==> config.mk <==
export PLATFORM = sky130hd
export DESIGN_NAME = agfd_vec_cell
export DESIGN_NICKNAME = d
export VERILOG_FILES = /design/src/rtl/antenna_gain_from_direction_defines.svh /design/src/rtl/agfd_pkg.sv /design/src/rtl/agfd_vec_cell.sv
export SDC_FILE = /design/constraint.sdc
export NUM_CORES = 1
export LEC_CHECK = 0
export BUFFER_PORTS_ARGS = -buffer_cell sky130_fd_sc_hd__buf_2
export CORE_MARGIN = 8
export CORE_UTILIZATION = 30
export DETAILED_ROUTE_END_ITERATION = 8
export PLACE_DENSITY = 0.46
export SYNTH_ARGS = -nofsm -noshare
export SYNTH_HDL_FRONTEND = slang
export SYNTH_SLANG_ARGS = --single-unit
==> constraint.sdc <==
create_clock -name clk -period 4.5 [get_ports clk]
set_input_delay 0.675 -clock clk [delete_from_list [all_inputs] [get_ports clk]]
set_output_delay 0.675 -clock clk [all_outputs]
set_load 0.05 [all_outputs]
==> src/rtl/antenna_gain_from_direction_defines.svh <==
// Assertion macros shared by the antenna gain RTL.
`ifndef ANTENNA_GAIN_FROM_DIRECTION_DEFINES_SVH
`define ANTENNA_GAIN_FROM_DIRECTION_DEFINES_SVH

// Same-cycle implication, sampled on clk, off during reset.
`define AGFD_ASSERT_IMP(label, ante, cons) \
  label: assert property (@(posedge clk) disable iff (!rst_n) (ante) |-> (cons)) \
    else $error("agfd: same-cycle check failed");

// Next-cycle implication, sampled on clk, off during reset.
`define AGFD_ASSERT_NXT(label, ante, cons) \
  label: assert property (@(posedge clk) disable iff (!rst_n) (ante) |=> (cons)) \
    else $error("agfd: next-cycle check failed");

`endif

==> src/rtl/agfd_pkg.sv <==
// Types and constants of the antenna gain pipeline.
package agfd_pkg;

  // Fixed-point constants, angles in Q6.30
  localparam logic signed [35:0] PI_Q30      = 36'sd3373259426;
  localparam logic signed [35:0] HALF_PI_Q30 = 36'sd1686629713;
  localparam logic signed [35:0] TWO_PI_Q30  = 36'sd6746518852;
  localparam logic signed [33:0] CORDIC_K    = 34'sd652032874;
  localparam logic signed [31:0] ONE_Q30     = 32'sd1073741824;
  localparam logic signed [16:0] OFF_GAIN    = -17'sd51200;
  localparam logic signed [16:0] GAIN_LOW    = -17'sd65536;

  localparam int ATAN_LEN   = 24;
  localparam int SQRT_STEPS = 31;
  localparam int DIV_STEPS  = 31;

  localparam logic [31:0] ATAN_Q30 [ATAN_LEN] = '{
    32'd843314857, 32'd497837829, 32'd263043837, 32'd133525159, 32'd67021687,
    32'd33543516, 32'd16775851, 32'd8388437, 32'd4194283, 32'd2097149,
    32'd1048576, 32'd524288, 32'd262144, 32'd131072, 32'd65536, 32'd32768,
    32'd16384, 32'd8192, 32'd4096, 32'd2048, 32'd1024, 32'd512, 32'd256,
    32'd128
  };

  // Register indexes of the configuration port
  typedef enum logic [1:0] {
    REG_MAX_GAIN    = 2'd0,
    REG_BEAMWIDTH   = 2'd1,
    REG_ORIENT_AZ   = 2'd2,
    REG_ORIENT_INC  = 2'd3
  } reg_idx_t;

  // Rotation cell request: sine/cosine of one angle
  typedef struct packed {
    logic               vld;
    logic               neg;
    logic signed [33:0] x;
    logic signed [33:0] y;
    logic signed [32:0] z;
  } rot_t;

  // Square root digit request
  typedef struct packed {
    logic               vld;
    logic               off;
    logic signed [31:0] d;
    logic [60:0]        n;
    logic [61:0]        r;
  } sqrt_t;

  // Vectoring cell request: arctangent of (x, y)
  typedef struct packed {
    logic               vld;
    logic               off;
    logic signed [33:0] x;
    logic signed [33:0] y;
    logic signed [32:0] z;
  } vec_t;

  // Division step request: remainder and dividend/quotient shift word
  typedef struct packed {
    logic        vld;
    logic        off;
    logic [16:0] rem;
    logic [30:0] dq;
  } div_t;

endpackage

==> src/rtl/agfd_vec_cell.sv <==
// One vectoring CORDIC stage of the arccos chain.
module agfd_vec_cell #(
  parameter int STAGE = 0
) (
  input  logic            clk,
  input  logic            rst_n,
  input  logic            en,
  input  agfd_pkg::vec_t  cell_i,
  output agfd_pkg::vec_t  cell_o
);

  agfd_pkg::vec_t cell_r, cell_nxt;
  logic signed [32:0] atan_s;

  assign atan_s = $signed({1'b0, agfd_pkg::ATAN_Q30[STAGE]});

  // Rotate toward the x axis, collect the angle
  always_comb begin
    cell_nxt = cell_i;
    if (!cell_i.y[33]) begin
      cell_nxt.x = cell_i.x + (cell_i.y >>> STAGE);
      cell_nxt.y = cell_i.y - (cell_i.x >>> STAGE);
      cell_nxt.z = cell_i.z + atan_s;
    end else begin
      cell_nxt.x = cell_i.x - (cell_i.y >>> STAGE);
      cell_nxt.y = cell_i.y + (cell_i.x >>> STAGE);
      cell_nxt.z = cell_i.z - atan_s;
    end
  end

  always_ff @(posedge clk) begin
    if (!rst_n) begin
      cell_r.vld <= 1'b0;
    end else if (en) begin
      cell_r <= cell_nxt;
    end
  end

  assign cell_o = cell_r;

endmodule

* Word level (Yosys, flattened, before mapping)
Index checks and enable logic that the tools add are counted.
** Word-level totals
- Bits in registers :: 103
- Bits in writable memories :: 0
- ROM bits :: 0
- Latch bits :: 0
- Output and inout port bits :: 103
- Memories :: 0
** Cells by class
- Add/sub/neg operators :: 5
- Div/mod/pow operators :: 0
- Bitwise logic cells :: 0
- $mul :: 0
- Shifts and indexed selects :: 0
- Mux-type cells :: 1
- Equality and inequality tests :: 0
- Magnitude comparators :: 0
- Reduce and logical (&&, ||, !) cells :: 1
** Operators with widths (number)
- two-way mux 101 bit :: 1
- subtractor 34 bit :: 2
- adder 34 bit :: 1
- adder 33 x 31 -> 33 bit, second input constant :: 1
- subtractor 33 x 31 -> 33 bit, second input constant :: 1
- AND reduction 2 bit :: 1

* Logic depth before layout (Yosys ltp)
- Word-level depth :: 2
- Mapped depth :: 13
- Mapped depth without buffers :: 11

* Worst setup path before layout
No wires, ideal clock.
- Kind :: input port to flip-flop
- From :: input port cell_i[66] in the netlist's numbering
- To :: register cell_r (netlist bit cell_o[26]) (data pin)
- Arrival time :: 3.690 ns
- Setup slack :: 0.550 ns
- Stages on the path :: 12
- Cell sequence :: inv_2 clkbuf_1 ha_1 and3_1 a221o_1 a311o_1 a41oi_2 o21ai_2 a2111oi_2 o21bai_1 a21oi_1 xnor2_1
** RTL lines
- start, declared :: RTL line agfd_vec_cell.sv:8 : input agfd_pkg::vec_t cell_i,
- end signal, assigned :: RTL line agfd_vec_cell.sv:35 : cell_r <= cell_nxt;
- end, declared :: RTL line agfd_vec_cell.sv:12 : agfd_pkg::vec_t cell_r, cell_nxt;

==> flow_summary.json <==
{
  "fp.dieArea_sq_um": 41000,
  "cp.arrival_ps": 3850,
  "grt_pass1_vias": 9788,
  "fin_skew_ps": 0,
  "required_ps": 4600,
  "dominantRegCellSynth": "edfxtp_1",
  "grt_use_met3_pct": 2.81,
  "gr-max-usage-layer": "met2",
  "hold-path-cell-count": 1,
  "maxClockFrequency_mhz": 266,
  "wl_per_cell_microns": 20.1,
  "ys_seq_area_share_pct": 29.2,
  "path_class": "in2reg",
  "hold_viol": 0,
  "die_h_microns": 203,
  "syn_area_sq_um": 10400,
  "antenna_found_initial": 0,
  "core.rowCount": 68,
  "synth_cells": 1222,
  "max_cap_viol_count": 0,
  "slew_headroom_pct": 50.0,
  "finalSetupTns_ps": 0,
  "vias": 9877,
  "ant_nets": 0,
  "areaGrowthSynthToFinish_pct": 17.9,
  "r2r_cells": 2,
  "clk_latency_ps": 350,
  "antenna_cells": 0,
  "holdBufCountCts": 0,
  "endpoint_kind": "register",
  "p_leak_nw": 5.42,
  "regToRegSetupSlack_ps": 3910,
  "drc": 0,
  "grt_pass1_wl_microns": 58100,
  "fillers": 3626,
  "met1_usage_pct": 24.9,
  "final_util_pct": 35.7,
  "r2r-end": "cell_o[102]",
  "drive_above_1_share_pct": 18.5,
  "postSynth.asyncResetShare_pct": 0,
  "pin_count": 209,
  "fin_nets": 1652,
  "place.gp.congestion": 0.912,
  "vias_per_cell": 5.28,
  "setup_viol": 0,
  "dp.final_hpwl_microns": 30900,
  "synth_top_area_cell": "edfxtp_1",
  "tightest_slew_ps": 743,
  "post-route-period-util_pct": 83.4,
  "yosys-top-cells-area": "edfxtp_1 29%, ha_1 16%, a21oi_1 6.5%",
  "htree_levels": 3,
  "yosys_warnings": 0,
  "timing.final.crit_period_ps": 3750,
  "final_max_slew_viol_count": 0,
  "root_buffer": "clkbuf_16",
  "outcome": "completed",
  "synthesis.nets": 1463,
  "cp_max_fo": 11,
  "yosysUniqueCellTypes": 70,
  "yosysMostFrequentCell": "a21oi_1",
  "drt_iter0_drc": 798,
  "grt.met2_usage_pct": 28.2,
  "die_w_microns": 203,
  "min_to": "cell_o[101]",
  "cts_sinks": 102,
  "track_usage_pct": 17.9,
  "ir_drop_mv": 0.139,
  "cts_buffer_depth": 2,
  "avgSynthCellArea_sq_um": 8.55,
  "grt_max_degree": 55,
  "numCtsBuffers": 9,
  "synth-edff-count": 101,
  "powerDensity_nw_per_um2": 311,
  "hp-class": "in2reg",
  "fin_area_sq_um": 12300,
  "min_from": "cell_i[101]",
  "clkTransAtPathRegs_ps": 70,
  "drt-pass1-iter-count": 6,
  "tritoncts": "built",
  "synth_top_area_share_pct": 29.0,
  "synth.top_cells.by_count": "136 x a21oi_1, 131 x ha_1, 113 x nor2_1",
  "cts_setup_buffers": 0,
  "io_buffers": 208,
  "core_sq_um": 34500,
  "largest_reg_flops": 102,
  "postCtsResizedCells": 0,
  "ys_ff_latch": 102,
  "reg2reg_from": "cell_o[102]",
  "setup.worst_path.start_class": "primary input",
  "start_util_pct": 30.3,
  "dpl_cell_area_sq_um": 12000,
  "totalWireLength_microns": 37700,
  "grt_setup_unrepaired": "no",
  "gr-total-overflow": 0
}
[routing by layer]
metal / wire [microns] / part of all wire (%) / up-vias
li1: - / - / 4821
met1: 17800 / 47 / 4691
met2: 17000 / 45 / 321
met3: 2100 / 5.6 / 44
met4: 781 / 2.1 / 0
met5: 0 / 0 / -
[where the power goes]
part / switching, mW / internal (mW)
registers: 0.0304 / 1.21
logic: 1.19 / 0.538
clock network: 0.381 / 0.488
total: 1.60 / 2.23
[how the worst max path moves through the flow]
stage | from | end | cells past startpoint
final | cell_i[50] | cell_o[65] | 13
after global routing | cell_i[44] | cell_o[65] | 12
after CTS | cell_i[34] | cell_o[64] | 12
after detailed placement | cell_i[34] | cell_o[64] | 12
after global placement | cell_i[34] | cell_o[64] | 12
after floorplan | cell_i[66] | cell_o[26] | 12
[placed cells by master, fill, tap and decap left out, types with 16 or more instances in the layout]
master and count:
inv_1 112, o21bai_1 24, nor3_1 23, nand4_1 16, a21oi_1 136, buf_4 22, nor2_1 113, a21o_1 34
nand3_1 27, edfxtp_1 101, ha_1 131, xor2_1 17, nand2_1 63, buf_2 207, xnor2_1 76, o21ai_0 73
a211oi_1 19
[layout make-up]
cell class / instances / area [sq um] / area share [%]
Sequential cell: 102 / 3050 / 24.8
Timing Repair Buffer: 229 / 1200 / 9.75
Clock inverter: 6 / 85.1 / 0.691
Multi-Input combinational cell: 954 / 6750 / 54.8
Clock buffer: 10 / 229 / 1.86
Inverter: 115 / 432 / 3.50
Tap cell: 455 / 569 / 4.62
[metrics by stage]
stage          cells  hold WS [ps]  setup WS [ps]  total power [mW]
4_1_cts         1871           470            781              3.87
2_1_floorplan   1222           743            550              2.47
3_3_place_gp    1855           498            432              2.99
5_1_grt         1871           474            532              4.04
3_5_place_dp    1855           523            405              2.99
6_report        1871           492            745              3.84
[worst max-delay path: stages]
cell,delay [ps]
buf_2,100
inv_1,50
ha_1,560
buf_4,230
nor2b_1,50
o211ai_1,190
nand3_1,210
a221oi_1,550
a21oi_1,190
a221oi_2,490
o21ai_0,160
a211oi_1,280
xor2_1,110
[cell families after synthesis]
| family | after synthesis | share of synthesized area, % |
|---|---|---|
| and+or+nand+nor | 318 | 14.4 |
| adders and majority gates | 135 | 16.5 |
| xor gates and xnor gates | 93 | 7.80 |
| DFF | 102 | 29.2 |
| buffers and inverters | 166 | 6.19 |
| AOI/OAI and AO/OA | 397 | 24.8 |
| muxes | 11 | 1.05 |
Power figures use the tool's default switching activity.
