==> src/rtl/antenna_gain_from_direction_defines.svh <==
// Assertion macros shared by the antenna gain RTL.
`ifndef ANTENNA_GAIN_FROM_DIRECTION_DEFINES_SVH
`define ANTENNA_GAIN_FROM_DIRECTION_DEFINES_SVH

// Same-cycle implication, sampled on clk, off during reset.
`define AGFD_ASSERT_IMP(label, ante, cons) \
  label: assert property (@(posedge clk) disable iff (!rst_n) (ante) |-> (cons)) \
    else $error("agfd: same-cycle check failed");

// Next-cycle implication, sampled on clk, off during reset.
`define AGFD_ASSERT_NXT(label, ante, cons) \
  label: assert property (@(posedge clk) disable iff (!rst_n) (ante) |=> (cons)) \
    else $error("agfd: next-cycle check failed");

`endif

==> src/rtl/agfd_pkg.sv <==
// Types and constants of the antenna gain pipeline.
package agfd_pkg;

  // Fixed-point constants, angles in Q6.30
  localparam logic signed [35:0] PI_Q30      = 36'sd3373259426;
  localparam logic signed [35:0] HALF_PI_Q30 = 36'sd1686629713;
  localparam logic signed [35:0] TWO_PI_Q30  = 36'sd6746518852;
  localparam logic signed [33:0] CORDIC_K    = 34'sd652032874;
  localparam logic signed [31:0] ONE_Q30     = 32'sd1073741824;
  localparam logic signed [16:0] OFF_GAIN    = -17'sd51200;
  localparam logic signed [16:0] GAIN_LOW    = -17'sd65536;

  localparam int ATAN_LEN   = 24;
  localparam int SQRT_STEPS = 31;
  localparam int DIV_STEPS  = 31;

  localparam logic [31:0] ATAN_Q30 [ATAN_LEN] = '{
    32'd843314857, 32'd497837829, 32'd263043837, 32'd133525159, 32'd67021687,
    32'd33543516, 32'd16775851, 32'd8388437, 32'd4194283, 32'd2097149,
    32'd1048576, 32'd524288, 32'd262144, 32'd131072, 32'd65536, 32'd32768,
    32'd16384, 32'd8192, 32'd4096, 32'd2048, 32'd1024, 32'd512, 32'd256,
    32'd128
  };

  // Register indexes of the configuration port
  typedef enum logic [1:0] {
    REG_MAX_GAIN    = 2'd0,
    REG_BEAMWIDTH   = 2'd1,
    REG_ORIENT_AZ   = 2'd2,
    REG_ORIENT_INC  = 2'd3
  } reg_idx_t;

  // Rotation cell request: sine/cosine of one angle
  typedef struct packed {
    logic               vld;
    logic               neg;
    logic signed [33:0] x;
    logic signed [33:0] y;
    logic signed [32:0] z;
  } rot_t;

  // Square root digit request
  typedef struct packed {
    logic               vld;
    logic               off;
    logic signed [31:0] d;
    logic [60:0]        n;
    logic [61:0]        r;
  } sqrt_t;

  // Vectoring cell request: arctangent of (x, y)
  typedef struct packed {
    logic               vld;
    logic               off;
    logic signed [33:0] x;
    logic signed [33:0] y;
    logic signed [32:0] z;
  } vec_t;

  // Division step request: remainder and dividend/quotient shift word
  typedef struct packed {
    logic        vld;
    logic        off;
    logic [16:0] rem;
    logic [30:0] dq;
  } div_t;

endpackage

==> src/rtl/agfd_rot_cell.sv <==
// One rotation CORDIC stage of the sine/cosine chain.
module agfd_rot_cell #(
  parameter int STAGE = 0
) (
  input  logic            clk,
  input  logic            rst_n,
  input  logic            en,
  input  agfd_pkg::rot_t  cell_i,
  output agfd_pkg::rot_t  cell_o
);

  agfd_pkg::rot_t cell_r, cell_nxt;
  logic signed [32:0] atan_s;

  assign atan_s = $signed({1'b0, agfd_pkg::ATAN_Q30[STAGE]});

  // Rotate toward zero residual angle
  always_comb begin
    cell_nxt = cell_i;
    if (!cell_i.z[32]) begin
      cell_nxt.x = cell_i.x - (cell_i.y >>> STAGE);
      cell_nxt.y = cell_i.y + (cell_i.x >>> STAGE);
      cell_nxt.z = cell_i.z - atan_s;
    end else begin
      cell_nxt.x = cell_i.x + (cell_i.y >>> STAGE);
      cell_nxt.y = cell_i.y - (cell_i.x >>> STAGE);
      cell_nxt.z = cell_i.z + atan_s;
    end
  end

  // Advance on enable
  always_ff @(posedge clk) begin
    if (!rst_n) begin
      cell_r.vld <= 1'b0;
    end else if (en) begin
      cell_r <= cell_nxt;
    end
  end

  assign cell_o = cell_r;

endmodule

==> config.mk <==
export PLATFORM = sky130hd
export DESIGN_NAME = agfd_rot_cell
export DESIGN_NICKNAME = d
export VERILOG_FILES = /design/src/rtl/antenna_gain_from_direction_defines.svh /design/src/rtl/agfd_pkg.sv /design/src/rtl/agfd_rot_cell.sv
export SDC_FILE = /design/constraint.sdc
export NUM_CORES = 1
export LEC_CHECK = 0
export ABC_AREA = 0
export BUFFER_PORTS_ARGS = -buffer_cell sky130_fd_sc_hd__buf_2
export CAP_MARGIN = 20
export CORE_AREA = 2 2 209 211
export CTS_BUF_LIST = sky130_fd_sc_hd__clkbuf_4 sky130_fd_sc_hd__clkbuf_8
export CTS_CLUSTER_SIZE = 24
export DETAILED_ROUTE_END_ITERATION = 16
export DIE_AREA = 0 0 211 213
export GPL_ROUTABILITY_DRIVEN = 1
export SETUP_SLACK_MARGIN = 0.1
export SLEW_MARGIN = 0
export SYNTH_ARGS = -nofsm -noshare
export SYNTH_HDL_FRONTEND = slang
export SYNTH_SLANG_ARGS = --single-unit
==> constraint.sdc <==
create_clock -name clk -period 4.2 [get_ports clk]
set_input_delay 0.21 -clock clk [delete_from_list [all_inputs] [get_ports clk]]
set_output_delay 0.21 -clock clk [all_outputs]
set_load 0.1 [all_outputs]
## Word level (Yosys, flattened, before mapping)

Index checks and enable logic that the tools add are counted.

| cells by class | value |
|---|---|
| add/subtract/negate cells | 5 |
| muxes and demuxes | 1 |
| reductions and logical operators | 1 |

Operators with widths:

| cell | count |
|---|---|
| 101-bit two-way mux | 1 |
| 34-bit subtractor | 2 |
| 34-bit adder | 1 |
| 33-bit by 31-bit adder with 33-bit output, second input constant | 1 |
| 33-bit by 31-bit subtractor with 33-bit output, second input constant | 1 |
| 2-bit AND reduction | 1 |

| word-level totals | value |
|---|---|
| register bits after elaboration | 103 |
| bits of input ports | 106 |
| output and inout port bits | 103 |
| logic and storage cells | 12 |

## Longest topological paths before layout

| depth | value |
|---|---|
| depth after elaboration | 2 |
| depth in mapped cells | 14 |
| depth with buffers taken out | 13 |

## Worst setup path after synthesis

Ideal clock, no wire load.

| path | value |
|---|---|
| kind | input to register |
| start point | input cell_i[32] in the netlist's numbering |
| end point | register cell_r (netlist bit cell_o[18]) (data pin) |
| data arrival time | 3295 ps |
| slack | 647 ps |
| stages | 14 |
| path buffers | 2 |
| cell sequence | clkbuf_1 -> inv_2 -> buf_1 -> ha_1 -> nor2b_1 -> o21ai_0 -> a21oi_1 -> o21bai_1 -> a21oi_1 -> or3_1 -> a221o_1 -> a21o_1 -> a21oi_1 -> xnor2_1 |

RTL lines:

| element | RTL line | RTL |
|---|---|---|
| start: declaration | agfd_rot_cell.sv:8 | `input agfd_pkg::rot_t cell_i,` |
| end signal: assignment | agfd_rot_cell.sv:36 | `cell_r <= cell_nxt;` |
| end: declaration | agfd_rot_cell.sv:12 | `agfd_pkg::rot_t cell_r, cell_nxt;` |

==> impl_metrics.py <==
metrics = {
    "setup_path": {
        "r2r-end": "cell_o[102]$_SDFFE_PN0P_",
        "rr_worst_depth": 3,
        "cp_data_required_time_ps": 4390,
        "r2r_setup_slack_ps": 3020,
        "crit_path_end_kind": "flop",
        "startpoint_type": "primary input",
        "path_class": "in -> reg",
        "critPathMaxFanout": 5,
        "arrival_ps": 3490,
        "r2r_start": "cell_o[102]$_SDFFE_PN0P_",
    },
    "floorplanning": {
        "die-area_mm2": 0.0449,
        "design.core.area_mm2": 0.0427,
        "die_h_um": 213,
        "die_x_um": 211,
        "rows": 76,
        "start_util_pct": 24.6,
        "ios": 209,
    },
    "drt": {
        "wl_per_cell_um": 19.1,
        "dr_total_vias": 10040,
        "drc": 0,
        "ant_nets": 0,
        "wl_mm": 37.9,
        "vias_per_cell": 5.07,
        "drt_iter0_markers": 899,
        "drt-pass1-iter-count": 5,
    },
    "yosys": {
        "synth_area_leader_cell": "edfxtp_1",
        "synth.area.top_cells": "edfxtp_1 29%, ha_1 15%, a21oi_1 6.7%, xnor2_1 6.2%, inv_1 4.0%",
        "synthCells": 1225,
        "avgSynthCellArea_um2": 8.59,
        "async_flop_share_pct": 0,
        "ys_seq_elements": 102,
        "yosysTopAreaCellShare_pct": 28.8,
        "syn-num-nets": 1465,
        "netlist_area_mm2": 0.0105,
        "synth_warnings": 0,
        "yosys_most_used_dff": "edfxtp_1",
        "synth-edff-count": 101,
        "synthDistinctLibCells": 82,
        "ys_seq_area_share_pct": 29.0,
    },
    "clock_tree": {
        "numCtsBuffers": 9,
        "tritoncts": "built",
        "clock_latency_ps": 440,
        "cts_buffer_depth": 2,
        "clock-sinks": 102,
        "htreeDepth": 3,
        "cts.clk_slew.worst_paths_ps": 120,
        "postCtsSetupRepairBufs": 0,
        "clockRootBuffer": "clkbuf_8",
    },
    "timing": {
        "max_slew_margin_pct": 43.3,
        "hold_viol": 0,
        "period_share_pct": 78.5,
        "finalMaxSlewViolations": 0,
        "fmax_mhz": 303,
        "whs_ps": 106,
        "setup_viol": 0,
        "tightest_slew_ps": 851,
        "min_period_ps": 3300,
        "fin_setup_tns_ps": 0,
        "finClkSkew_ps": 0,
        "rsz0062_at_grt": "no",
    },
    "grt": {
        "grtUsageTotal_pct": 16.6,
        "grt_pass1_vias": 10001,
        "grt-ovfl-total": 0,
        "antenna_found_initial": 5,
        "grt_max_degree": 76,
        "grt_pass1_wl_mm": 56.9,
    },
    "worst_hold_path": {
        "min_from": "cell_i[0]",
        "hold_path.class": "in -> reg",
        "holdPathEnd": "cell_o[0]$_DFFE_PP_",
        "hold_depth": 2,
    },
    "power_and_ir_drop": {
        "netSwitchingPower_uw": 2170,
        "p_per_area_mw_per_mm2": 343,
        "seqPwrFrac_pct": 31.1,
        "switching_share_pct": 50.7,
        "irDropWorstVdd_mv": 0.184,
        "internal_power_uw": 2110,
        "clockPowerShare_pct": 16.1,
        "pwr-share-comb_pct": 52.8,
        "p_leak_uw": 0.00542,
    },
    "finish": {
        "multiInputGateArea_mm2": 0.00679,
        "regArea_mm2": 0.00305,
        "utilization_pct": 29.2,
        "areaGrowthSynthToFinish_pct": 18.3,
        "nets": 1666,
        "nFillCells": 4541,
        "largest_reg_flops": 102,
        "drive_gt1_share_pct": 19.8,
    },
    "outcome": {
        "outcome": "complete, no violations",
    },
    "run": {
        "drv_cap": 0,
    },
    "place": {
        "dp_hpwl_mm": 30.5,
        "gp_congestion": 0.904,
        "port_buffers": 208,
    },
}
synthesized netlist by cell type, drive strengths merged (6+ instances only):
master and n:
a31oi 9, edfxtp 101, a21oi 141, clkbuf 21, nand2 66, buf 26
nor4 12, a21o 33, xor2 15, or3 7, inv 118, nor2 106
o21ai 86, nand3 16, o21bai 33, a211oi 14, nor3 25, ha 130
nand4 19, o31ai 14, and2 6, o21a 13, mux2i 8, o211ai 15
nor2b 16, xnor2 75, nand2b 10, or2 6, a2111oi 8, and3 7
area by class of cell:
class | instances | area share [%]
well taps | 546 | 5.49
inverters | 120 | 3.72
flip-flops and latches | 102 | 24.5
clock buffers | 10 | 1.06
diodes | 4 | 0.0804
repair buffers | 237 | 10.2
multi-input cells | 956 | 54.5
clock inverters | 6 | 0.442
cells by family after synthesis:
| logic type | Yosys count | synth area share (%) |
|---|---|---|
| xor+xnor | 90 | 7.49 |
| buf+inv | 167 | 6.49 |
| fa+ha+maj | 134 | 16.2 |
| simple gates | 307 | 14.0 |
| flops | 102 | 29.0 |
| compound gates | 417 | 26.0 |
| mux | 8 | 0.761 |
timing repair:
action | CTS | global route
setup endpoints to repair | 0 | 0
endpoints found under the hold margin | 2 | 0
gates resized for setup | 0 | 0
hold buffers | 3 | 0
worst max-delay path by stage:
stage                     slack (ps)  startpoint                     to  cells past startpoint
final                            900  cell_i[34]  cell_o[100]$_DFFE_PP_                     13
after global routing             750  cell_i[34]  cell_o[100]$_DFFE_PP_                     13
after CTS                        940  cell_i[34]  cell_o[100]$_DFFE_PP_                     13
after detailed placement         440  cell_i[34]  cell_o[100]$_DFFE_PP_                     13
after global placement           440  cell_i[34]  cell_o[100]$_DFFE_PP_                     13
after floorplan                  650  cell_i[32]   cell_o[18]$_DFFE_PP_                     14
cell usage in the layout, fill, tap and decap left out, types with 10 or more instances in the layout:
cell type,n
a211oi_1,13
a21o_1,33
a21oi_1,141
buf_2,207
buf_4,27
edfxtp_1,101
ha_1,130
inv_1,112
nand2_1,64
nand2b_1,10
nand3_1,16
nand4_1,19
nor2_1,105
nor2b_1,16
nor3_1,25
nor4_1,12
o211ai_1,14
o21a_1,13
o21ai_0,77
o21bai_1,33
o31ai_1,14
xnor2_1,75
xor2_1,15
metrics by stage:
step                cells  setup WS [ps]  instance area (µm²)  power [µW]
finish               1981            901                12500        4270
global route         1978            748                12400        4480
CTS                  1977            938                12400        4300
detailed placement   1958            441                12200        3590
global placement     1958            442                12200        3590
floorplan            1225            647                10500        3070
critical path: stages:
cell	delay, ps
buf_2	170
inv_1	100
ha_1	330
nor2b_1	220
o211ai_2	150
a2111oi_1	720
o311a_1	300
a2111oi_4	100
o311ai_2	380
nand2_2	140
o311a_1	350
a2bb2oi_2	150
xor2_1	160
per-layer routing:
metal | vias up | track usage (%) | routed length (µm)
met5 | - | 0 | 11
met4 | 2 | 5.54 | 781
met3 | 39 | 3.41 | 2560
met2 | 379 | 28.2 | 18000
met1 | 4788 | 21.0 | 16500
li1 | 4832 | - | -
power by group through the flow:
| stage | registers [µW] | clock network (µW) | logic (µW) |
|---|---|---|---|
| global route | 1340 | 740 | 2400 |
| CTS | 1330 | 716 | 2250 |
| floorplan | 2140 | 0 | 932 |
| detailed placement | 1360 | 0 | 2240 |
| finish | 1330 | 689 | 2260 |
| global placement | 1350 | 0 | 2230 |
Power figures use the tool's default switching activity.
