===== src/rtl/antenna_gain_from_direction_defines.svh =====
// Assertion macros shared by the antenna gain RTL.
`ifndef ANTENNA_GAIN_FROM_DIRECTION_DEFINES_SVH
`define ANTENNA_GAIN_FROM_DIRECTION_DEFINES_SVH

// Same-cycle implication, sampled on clk, off during reset.
`define AGFD_ASSERT_IMP(label, ante, cons) \
  label: assert property (@(posedge clk) disable iff (!rst_n) (ante) |-> (cons)) \
    else $error("agfd: same-cycle check failed");

// Next-cycle implication, sampled on clk, off during reset.
`define AGFD_ASSERT_NXT(label, ante, cons) \
  label: assert property (@(posedge clk) disable iff (!rst_n) (ante) |=> (cons)) \
    else $error("agfd: next-cycle check failed");

`endif


===== src/rtl/agfd_pkg.sv =====
// Types and constants of the antenna gain pipeline.
package agfd_pkg;

  // Fixed-point constants, angles in Q6.30
  localparam logic signed [35:0] PI_Q30      = 36'sd3373259426;
  localparam logic signed [35:0] HALF_PI_Q30 = 36'sd1686629713;
  localparam logic signed [35:0] TWO_PI_Q30  = 36'sd6746518852;
  localparam logic signed [33:0] CORDIC_K    = 34'sd652032874;
  localparam logic signed [31:0] ONE_Q30     = 32'sd1073741824;
  localparam logic signed [16:0] OFF_GAIN    = -17'sd51200;
  localparam logic signed [16:0] GAIN_LOW    = -17'sd65536;

  localparam int ATAN_LEN   = 24;
  localparam int SQRT_STEPS = 31;
  localparam int DIV_STEPS  = 31;

  localparam logic [31:0] ATAN_Q30 [ATAN_LEN] = '{
    32'd843314857, 32'd497837829, 32'd263043837, 32'd133525159, 32'd67021687,
    32'd33543516, 32'd16775851, 32'd8388437, 32'd4194283, 32'd2097149,
    32'd1048576, 32'd524288, 32'd262144, 32'd131072, 32'd65536, 32'd32768,
    32'd16384, 32'd8192, 32'd4096, 32'd2048, 32'd1024, 32'd512, 32'd256,
    32'd128
  };

  // Register indexes of the configuration port
  typedef enum logic [1:0] {
    REG_MAX_GAIN    = 2'd0,
    REG_BEAMWIDTH   = 2'd1,
    REG_ORIENT_AZ   = 2'd2,
    REG_ORIENT_INC  = 2'd3
  } reg_idx_t;

  // Rotation cell request: sine/cosine of one angle
  typedef struct packed {
    logic               vld;
    logic               neg;
    logic signed [33:0] x;
    logic signed [33:0] y;
    logic signed [32:0] z;
  } rot_t;

  // Square root digit request
  typedef struct packed {
    logic               vld;
    logic               off;
    logic signed [31:0] d;
    logic [60:0]        n;
    logic [61:0]        r;
  } sqrt_t;

  // Vectoring cell request: arctangent of (x, y)
  typedef struct packed {
    logic               vld;
    logic               off;
    logic signed [33:0] x;
    logic signed [33:0] y;
    logic signed [32:0] z;
  } vec_t;

  // Division step request: remainder and dividend/quotient shift word
  typedef struct packed {
    logic        vld;
    logic        off;
    logic [16:0] rem;
    logic [30:0] dq;
  } div_t;

endpackage


===== src/rtl/agfd_sqrt_cell.sv =====
// One digit step of the pipelined integer square root.
module agfd_sqrt_cell #(
  parameter int STEP = 0
) (
  input  logic             clk,
  input  logic             rst_n,
  input  logic             en,
  input  agfd_pkg::sqrt_t  cell_i,
  output agfd_pkg::sqrt_t  cell_o
);

  localparam logic [61:0] BIT_W = 62'd1 << (60 - 2 * STEP);

  agfd_pkg::sqrt_t cell_r, cell_nxt;
  logic [61:0] trial;

  assign trial = cell_i.r + BIT_W;

  // Accept the digit when the remainder covers the trial value
  always_comb begin
    cell_nxt = cell_i;
    if ({1'b0, cell_i.n} >= trial) begin
      cell_nxt.n = cell_i.n - trial[60:0];
      cell_nxt.r = (cell_i.r >> 1) + BIT_W;
    end else begin
      cell_nxt.r = cell_i.r >> 1;
    end
  end

  always_ff @(posedge clk) begin
    if (!rst_n) begin
      cell_r.vld <= 1'b0;
    end else if (en) begin
      cell_r <= cell_nxt;
    end
  end

  assign cell_o = cell_r;

endmodule


===== config.mk =====
export PLATFORM = sky130hd
export DESIGN_NAME = agfd_sqrt_cell
export DESIGN_NICKNAME = d
export VERILOG_FILES = /design/src/rtl/antenna_gain_from_direction_defines.svh /design/src/rtl/agfd_pkg.sv /design/src/rtl/agfd_sqrt_cell.sv
export SDC_FILE = /design/constraint.sdc
export NUM_CORES = 1
export LEC_CHECK = 0
export BUFFER_PORTS_ARGS = -buffer_cell sky130_fd_sc_hd__buf_2
export CORE_ASPECT_RATIO = 1.75
export CORE_MARGIN = 1.5
export CORE_UTILIZATION = 50
export CTS_CLUSTER_DIAMETER = 150
export DETAILED_ROUTE_END_ITERATION = 8
export PLACE_DENSITY = 0.79
export SETUP_SLACK_MARGIN = 0.15
export SYNTH_ARGS = -nofsm -noshare
export SYNTH_HDL_FRONTEND = slang
export SYNTH_SLANG_ARGS = --single-unit
export TNS_END_PERCENT = 1

===== constraint.sdc =====
create_clock -name clk -period 6.7 [get_ports clk]
set_input_delay 1.005 -clock clk [delete_from_list [all_inputs] [get_ports clk]]
set_output_delay 1.005 -clock clk [all_outputs]
set_load 0.05 [all_outputs]

==> Word level (Yosys, flattened, before mapping) <==
Index checks and enable logic that the tools add are counted.
{ "classes": {"n_addsub": 3, "order_cmp": 1, "mux": 2, "n_reduce_logical": 1} }
{ "op_table": {"columns": ["operator", "count"], "rows": [
  ["$mux 61", 2],
  ["$add 61x61->62 const B", 1],
  ["$add 62x61->62 const B", 1],
  ["$ge 61x62->1", 1],
  ["$sub 61x61->61", 1],
  ["$reduce_and 2->1", 1]
]} }
{ "totals": {"ff_bits": 157, "input_bits": 160, "output_inout_bits": 157, "elab_cells": 13} }

==> Longest topological paths before layout <==
Gate-level depths: netlist of the first run.
{ "depth": {"depth_word": 3, "ltp_mapped": 14, "ltp_nobuf": 12} }

==> Worst setup path before layout of the first run <==
OpenSTA, ideal clock, no wires.
{ "synth_path": {"path_type": "in2reg", "from": "input port en", "to": "register cell_r, in the netlist cell_o[0] (enable)", "setup_time_ns": 0.534, "t_arrival_ns": 4.562, "t_required_ns": 6.166, "setup_slack_ns": 1.604, "stages": 1, "path_buffers": 0, "path_cell_list": "and2_1"} }
{ "synth_between": {"elab_chain_cells": 1} }
{ "synth_rtl": {"columns": ["element", "line_no", "text"], "rows": [
  ["start, declared", "agfd_sqrt_cell.sv:7", "input logic en,"],
  ["$reduce_and 2->1 (no line)", null, null],
  ["end signal, assigned", "agfd_sqrt_cell.sv:34", "cell_r <= cell_nxt;"],
  ["end, declared", "agfd_sqrt_cell.sv:14", "agfd_pkg::sqrt_t cell_r, cell_nxt;"]
]} }
No other way between the ends.
A chain may end at the register's enable or synchronous reset.

==> results of run 1 <==
==> metal layers <==
| layer | part of all wire, % | track usage, % | vias to the layer above |
|---|---|---|---|
| li1 | - | - | 3765 |
| met1 | 35 | 25.54 | 3686 |
| met2 | 57 | 50.32 | 275 |
| met3 | 6.2 | 5.287 | 39 |
| met4 | 2.5 | 9.653 | 0 |
| met5 | 0 | 0 | - |
==> worst register-to-register path, delay by kind of cell, from the launching register on <==
family | cells | cell delay [ns]
flip-flops | 1 | 0.31
multiplexers | 1 | 0.13
AND/OR/NAND/NOR | 1 | 0.06
==> power by group <==
group	internal, mW	total (mW)	switching [mW]
clock	0.611	1.02	0.414
combinational	0.306	0.912	0.607
sequential	1.18	1.19	0.0180
==> cells in the final DEF (no fill, tap or decap), types with 10 or more instances in the layout <==
cell type	synthesis	layout
nand3_1	18	18
a21o_1	31	31
buf_2	4	316
xnor2_1	36	36
ha_1	61	61
nor2_1	34	34
mux2_4	30	30
o21bai_1	15	15
a21oi_1	79	79
mux2_2	24	24
o211ai_1	11	11
nand2_1	61	61
clkbuf_16	0	17
o21ai_0	39	39
nand4_1	14	14
edfxtp_1	156	156
xor2_1	20	20
inv_1	77	77
nor3_1	10	10
==> logic make-up (layout without fill, tap and decap cells) <==
logic type	count (synthesis)	after routing
adders and majority gates	62	62
AOI/OAI and AO/OA	232	232
DFF	157	157
other	0	2
xor gates and xnor gates	56	56
muxes	57	57
buffers and inverters	102	426
and+or+nand+nor	179	179
==> final cells by class <==
type                            count  area share (%)
Sequential cell                   157           39.49
Multi-Input combinational cell    586           36.93
Timing Repair Buffer              317           13.44
Clock buffer                       20           3.834
Tap cell                          238           2.500
Inverter                           77           2.426
Clock inverter                     12           1.334
Antenna cell                        2         0.04201
==> final timing paths <==
| path | slack, ns | to | cells after the start | from |
|---|---|---|---|---|
| worst max-delay path | 2.24 | cell_o[81]$_DFFE_PP_ | 13 | cell_i[62] |
| worst min-delay path | 0.53 | cell_o[156]$_SDFFE_PN0P_ | 2 | cell_o[156]$_SDFFE_PN0P_ |
| worst max register to register | 6.09 | cell_o[156]$_SDFFE_PN0P_ | 2 | cell_o[156]$_SDFFE_PN0P_ |
| worst min register to register | 0.53 | cell_o[156]$_SDFFE_PN0P_ | 2 | cell_o[156]$_SDFFE_PN0P_ |
==> synth_stat cells, types with 4 or more instances <==
cell type,number,area (sq um)
edfxtp_1,156,4684
a221oi_1,4,35.03
ha_1,61,763.2
nand3_1,18,90.09
and2_1,6,37.54
nand4_1,14,87.58
nand2b_1,9,56.30
o21ai_0,39,195.2
xnor2_1,36,315.3
buf_2,4,20.02
mux2_2,24,270.3
clkbuf_1,17,63.81
o31ai_1,9,67.56
mux2_4,30,450.4
buf_6,4,45.04
a21o_1,31,232.7
o21a_1,6,45.04
nor2_1,34,127.6
xor2_1,20,175.2
o211ai_1,11,82.58
inv_1,77,289.0
o21bai_1,15,112.6
nor3_1,10,50.05
a211oi_1,6,45.04
and3_1,6,37.54
and4_1,4,35.03
nand2_1,61,229.0
a21oi_1,79,395.4
a21boi_0,5,37.54
==> out/metrics.cfg, run 1 <==
[placed_design]
dp_cells = 1375
placed_area_sq_um = 11290
routabilityCongestion = 0.8978
hpwl_um = 19880
place_ws_ns = 1.788
port_buffers = 316

[setup_path]
start_kind = input pin
slowest_stage = nand2_4
crit_buf_inv = 2
crit_path_cell_trace = buf_2, inv_1, ha_1, fa_1, nand2b_1, a21oi_1, o21ai_2, o211ai_1, a41o_1, and3b_4, o21ai_4, nand2_4, mux2_2
crit_path_max_fanout = 57
cp-end-kind = flop
worstSetupPathType = in2reg
crit_family = compound AO/OA/AOI/OAI gates
worst_ep_required_time_ns = 6.88
worstPathArrival_ns = 4.64
max_stage_delay_ns = 0.74

[final_layout]
area_growth_syn_to_layout_pct = 25.21
fin_area_sq_um = 11910
layout-drive-gt1-share_pct = 35.33
largest_reg_flops = 157
num-fill-cells = 1544
final_cells = 1409
final_util_pct = 64.11
layout.nets = 1378
multi_input_area_sq_um = 4399
regArea_sq_um = 4705

[sta]
setup_slack_ns = 2.245
finalHoldWorstSlack_ns = 0.5336
skew_ns = 0
rsz0062_at_grt = no
maxSlewHeadroom_pct = 34.47
fin_crit_ns = 4.455
setup_viol = 0
timing.fmax_ghz = 0.2245
fin_tns_setup_ns = 0
hold_viol_final = 0
min_period_over_period_pct = 66.50
worst_pin_slew_ns = 0.9829
drv_slew = 0

[cts]
worstSkewPairLatency_ns = 0.43
cts_buffers = 17
hold_buffers = 0
cts_max_path_buffers = 2
clk_pin_slew_ns = 0.06
cts_tree = yes
post_cts_buffers = 0
ctsResizeCount = 0
cts-root-buf = clkbuf_16
htree_levels = 4
cts_sinks = 157

[die]
die-area_sq_um = 19900
fp.dieH_um = 185.5
coreArea_sq_um = 18580
ios = 317
die_w_um = 107.3
start_util_pct = 51.21
rows = 66

[status]
outcome = completed

[synth]
synthFlopType = edfxtp_1
ys_types = 60
ys_seq_area_share_pct = 49.45
synth-edff-count = 156
synth_compound_area_share_pct = 15.70
synthesis.nets = 1067
synthCells = 845
synthesis.area_sq_um = 9514
synth.mux.area_fraction_pct = 7.891
synthAdderAreaFrac_pct = 8.233
avgSynthCellArea_sq_um = 11.26
yosys.area_share.simple_pct = 9.179
async_flop_share_pct = 0
synthXorXnorAreaFrac_pct = 5.155
synth_top_family_by_area = compound AO/OA/AOI/OAI gates
yosysWarnings = 0
synth_seq_cells = 157

[grt]
grt_antenna_before_repair = 2
grt_first_pass_wirelength_um = 38810
grt_overflow = 0
grt_pass1_vias = 7972
grt_max_degree = 157
grtUsageTotal_pct = 25.54

[worst_hold_path]
worstHoldPathType = reg2reg

[drt]
wl_um = 25590
drtPass1Iterations = 5
num_vias = 7765
vias_per_cell = 5.511
wl_per_cell_um = 18.16
drc = 0
antenna_left = 0
drt-initial-drc-count = 347

[job]
maxCapViolations = 0

[power_and_ir_drop]
leakagePower_nw = 5.360
totalPowerFinal_mw = 3.130
vdd_drop_max_mv = 0.1962
power_density_nw_per_um2 = 262.8

No activity file was read; power rests on OpenSTA's default activity.
==> run 2, diff against run 1 <==
- CORE_UTILIZATION: 50 -> 47
- PLACE_DENSITY: 0.79 -> 0.78
- clock period: 6.7 -> 3.7 ns (I/O delays scaled with it)
==> out/metrics.cfg, run 2 (synthesis results as in run 1) <==
[sta]
hold_viol_final = 0
timing.fmax_ghz = 0.3065
finalHoldWorstSlack_ns = 0.2922
setup_viol = 0
maxSlewHeadroom_pct = 64.65
drv_slew = 0
worst_pin_slew_ns = 0.5235
min_period_over_period_pct = 88.18
fin_crit_ns = 3.263
skew_ns = 0
rsz0062_at_grt = no

[cts]
cts_tree = yes
post_cts_buffers = 0
htree_levels = 4
cts_sinks = 157
ctsResizeCount = 0
cts-root-buf = clkbuf_16
worstSkewPairLatency_ns = 0.43
cts_buffers = 17
hold_buffers = 0
clk_pin_slew_ns = 0.07
cts_max_path_buffers = 2

[drt]
met3_length_um = 1279
met1_length_um = 9590
drt-initial-drc-count = 446
wl_per_cell_um = 18.23
met2_length_um = 15140
wl_um = 26760
drtPass1Iterations = 5
top_layer = met4
vias_per_cell = 5.452
antenna_left = 0
drc = 0
num_vias = 8004

[final_layout]
area_growth_syn_to_layout_pct = 30.17
layout-drive-gt1-share_pct = 38.11
final_util_pct = 62.47
largest_reg_flops = 157
final_common_cell = buf_2
num-fill-cells = 1665
final_cell_mix = buf_2 (316), edfxtp_1 (156), a21oi_1 (79), inv_1 (77)
layout.nets = 1429

[power_and_ir_drop]
leakagePower_nw = 5.629
vdd_drop_max_mv = 0.3753
power_density_nw_per_um2 = 471.2

[placed_design]
port_buffers = 316
routabilityCongestion = 0.9309
hpwl_um = 21330

[die]
coreArea_sq_um = 19820
die-area_sq_um = 21140
start_util_pct = 47.99
die_w_um = 110.6
rows = 68
ios = 317
fp.dieH_um = 191.2

[setup_path]
start_kind = input pin
worst_ep_required_time_ns = 3.88
worstPathArrival_ns = 3.44
worstSetupPathType = in2reg
cp-end-kind = flop
crit_path_max_fanout = 6

[status]
outcome = completed

[grt]
grt_antenna_before_repair = 3
grt_overflow = 0
grt_first_pass_wirelength_um = 40520
grt_pass1_vias = 8052
grt_max_degree = 93
grtUsageTotal_pct = 24.85

[job]
maxCapViolations = 0

[worst_hold_path]
worstHoldPathType = in2reg

run 2: cell types whose count changed in the layout (fill, tap and decap cells not counted):
cell,before,now
clkbuf_1,1,0
clkbuf_8,2,1
buf_12,1,5
clkinv_2,3,1
inv_6,3,5
clkinvlp_4,1,2
buf_4,0,47
bufinv_16,3,4
diode_2,2,3
run 2: path summary, 6_finish.rpt:
check	start	end	slack, ns	depth (start not counted)
setup / recovery	cell_i[5]	cell_o[120]$_DFFE_PP_	0.44	13
hold / removal	cell_i[154]	cell_o[154]$_DFFE_PP_	0.29	1
setup reg to reg	cell_o[156]$_SDFFE_PN0P_	cell_o[156]$_SDFFE_PN0P_	3.10	2
hold reg to reg	cell_o[156]$_SDFFE_PN0P_	cell_o[156]$_SDFFE_PN0P_	0.53	2
run 2: through the flow:
| step | area [sq um] | setup slack (ns) | cells | power, mW | TNS [ns] |
|---|---|---|---|---|---|
| floorplan | 9515 | 0.2744 | 845 | 3.436 | 0 |
| global placement | 11730 | -0.0007279 | 1433 | 3.917 | -0.0007279 |
| detailed placement | 11730 | -0.03234 | 1433 | 3.937 | -0.03234 |
| CTS | 12380 | 0.4388 | 1465 | 5.867 | 0 |
| global route | 12380 | 0.2455 | 1468 | 6.049 | 0 |
| finish | 12380 | 0.4373 | 1468 | 5.835 | 0 |
run 2: layer usage:
| layer | vias to the layer above | track usage [%] |
|---|---|---|
| li1 | 3866 | - |
| met4 | 0 | 10.90 |
| met5 | - | 0 |
| met3 | 45 | 4.375 |
| met1 | 3806 | 25.56 |
| met2 | 287 | 48.55 |
run 2: report_power, final:
| part | switching [mW] | leakage, nW | internal [mW] |
|---|---|---|---|
| combinational | 1.13 | 3.85 | 0.616 |
| sequential | 0.0336 | 1.47 | 2.13 |
| clock | 0.766 | 0.310 | 1.16 |
| total | 1.93 | 5.63 | 3.91 |
run 2: worst max-delay path, stage by stage:
cell,delay (ns)
buf_2,0.09
inv_1,0.05
ha_1,0.32
buf_4,0.17
a2111o_1,0.46
o21ai_2,0.24
o211ai_1,0.20
a41o_1,0.32
and3b_4,0.21
o21ai_4,0.19
buf_4,0.19
and2_1,0.33
o31ai_1,0.13
run 2: cell type report:
| type | instances | area, sq um | area share (%) |
|---|---|---|---|
| Antenna cell | 3 | 7.507 | 0.06062 |
| Multi-Input combinational cell | 586 | 4399 | 35.52 |
| Sequential cell | 157 | 4705 | 37.99 |
| Clock inverter | 14 | 203.9 | 1.647 |
| Tap cell | 245 | 306.5 | 2.475 |
| Clock buffer | 18 | 439.2 | 3.546 |
| Inverter | 77 | 289.0 | 2.334 |
| Timing Repair Buffer | 368 | 2034 | 16.43 |
==> run 3, diff against run 2 <==
- CORE_ASPECT_RATIO: 1.75 -> not set
- CTS_BUF_LIST: not set -> sky130_fd_sc_hd__clkbuf_16
==> out/metrics.cfg, run 3 (synthesis results as in run 1) <==
[sta]
skew_ns = 0
rsz0062_at_grt = no
setup_viol = 0
worst_pin_slew_ns = 0.5865
fin_tns_setup_ns = 0
drv_slew = 0
maxSlewHeadroom_pct = 60.90
min_period_over_period_pct = 87.74
timing.fmax_ghz = 0.3080
fin_crit_ns = 3.247
hold_viol_final = 0

[setup_path]
crit_buf_inv = 3
crit_path_cell_trace = buf_2, inv_1, ha_1, nand2_1, o21ai_0, a21boi_0, o211ai_1, a41o_1, buf_4, a21oi_1, o41ai_1, xnor2_1, mux2_2
worstSetupPathType = in2reg
start_kind = input pin
crit_path_max_fanout = 6
slowest_stage = o21ai_0
worst_ep_required_time_ns = 3.88
worstPathArrival_ns = 3.43
crit_start = cell_i[10]
max_stage_delay_ns = 0.46
cp-end-kind = flop
reg2reg_from = cell_o[156]$_SDFFE_PN0P_
crit_family = compound AO/OA/AOI/OAI gates

[placed_design]
hpwl_um = 20310
port_buffers = 316
routabilityCongestion = 0.8955
dp_cells = 1441

[cts]
cts-root-buf = clkbuf_16
clk_pin_slew_ns = 0.07
cts_max_path_buffers = 2
htree_levels = 4
worstSkewPairLatency_ns = 0.42
cts_sinks = 157
cts_buffers = 17
hold_buffers = 0
cts_tree = yes

[die]
start_util_pct = 48.41
coreArea_sq_um = 19650
fp.dieH_um = 145.3
rows = 51
die_w_um = 145.3
die-area_sq_um = 21100
ios = 317

[final_layout]
final_common_cell = buf_2
layout-drive-gt1-share_pct = 37.42
largest_reg_flops = 157
area_growth_syn_to_layout_pct = 29.12
num-fill-cells = 1695
final_cells = 1475
final_cell_mix = buf_2 (316), edfxtp_1 (156), a21oi_1 (79), inv_1 (78)
layout.nets = 1417

[grt]
grt_first_pass_wirelength_um = 40370
grt_antenna_before_repair = 2
grt_max_degree = 67
grtUsageTotal_pct = 24.07
grt_pass1_vias = 7832
grt_overflow = 0

[worst_hold_path]
worstHoldPathType = in2reg
min_from = cell_i[147]

[drt]
vias_per_cell = 5.313
wl_um = 25450
num_vias = 7836
drc = 0
antenna_left = 0
wl_per_cell_um = 17.25
drtPass1Iterations = 6
drt-initial-drc-count = 561

[power_and_ir_drop]
leakagePower_nw = 5.563
vdd_drop_max_mv = 0.3152
power_density_nw_per_um2 = 468.0

[status]
outcome = completed

[job]
maxCapViolations = 0

[run 3: changes by cell type in the layout (fill, tap and decap cells not counted), sizes merged]
| cell | delta |
|---|---|
| buf | -12 |
| bufinv | -1 |
| clkbuf | -1 |
| clkinv | +3 |
| clkinvlp | -1 |
| diode | -1 |
[run 3: report_power, final]
group	internal [mW]	leakage (nW)	switching, mW
Combinational	0.597	3.78	1.11
Sequential	2.13	1.47	0.0347
Clock	1.09	0.309	0.789
Total	3.81	5.56	1.94
[run 3: timing repair]
item | 4_1_cts | 5_1_grt
setup buffers | 0 | 0
setup endpoints to repair | 0 | 1
resized for setup | 0 | 1
[run 3: final timing paths]
check | endpoint | depth (start not counted) | slack (ns)
max | cell_o[118]$_DFFE_PP_ | 13 | 0.45
max reg2reg | cell_o[156]$_SDFFE_PN0P_ | 2 | 3.08
min reg2reg | cell_o[156]$_SDFFE_PN0P_ | 2 | 0.55
min | cell_o[147]$_DFFE_PP_ | 1 | 0.30
[run 3: stage by stage]
step,worst slack [ns],utilization [%],hold slack (ns),instance area (sq um),power (mW)
global placement,0.1476,59.24,0.4977,11640,3.875
global route,0.1840,62.49,0.2794,12280,5.974
floorplan,0.2744,-,0.6539,9515,3.436
detailed placement,0.04927,59.24,0.5299,11640,3.897
finish,0.4535,62.50,0.2959,12280,5.749
CTS,0.5033,62.47,0.2833,12280,5.775
[run 3: worst reg2reg max path, delay by kind of cell, from the launching register on]
family	cells	cell delay, ns
muxes	1	0.14
and+or+nand+nor	1	0.06
DFF	1	0.31
[run 3: layout make-up]
class / instances / area, sq um / area share [%]
antenna: 2 / 5.005 / 0.04074
tap: 265 / 331.6 / 2.699
inverter: 77 / 289.0 / 2.353
clock inverter: 15 / 209.0 / 1.701
timing repair buffer: 356 / 1919 / 15.62
sequential: 157 / 4705 / 38.30
multi-input combinational: 586 / 4400 / 35.82
clock buffer: 17 / 425.4 / 3.463
[run 3: per-layer routing]
| metal | vias to the layer above | GRT usage, % | share of wire, % |
|---|---|---|---|
| met5 | - | 0 | 0.051 |
| met4 | 2 | 8.112 | 2.1 |
| met3 | 44 | 4.717 | 7.2 |
| met2 | 330 | 39.95 | 48 |
| met1 | 3619 | 31.48 | 43 |
| li1 | 3841 | - | - |
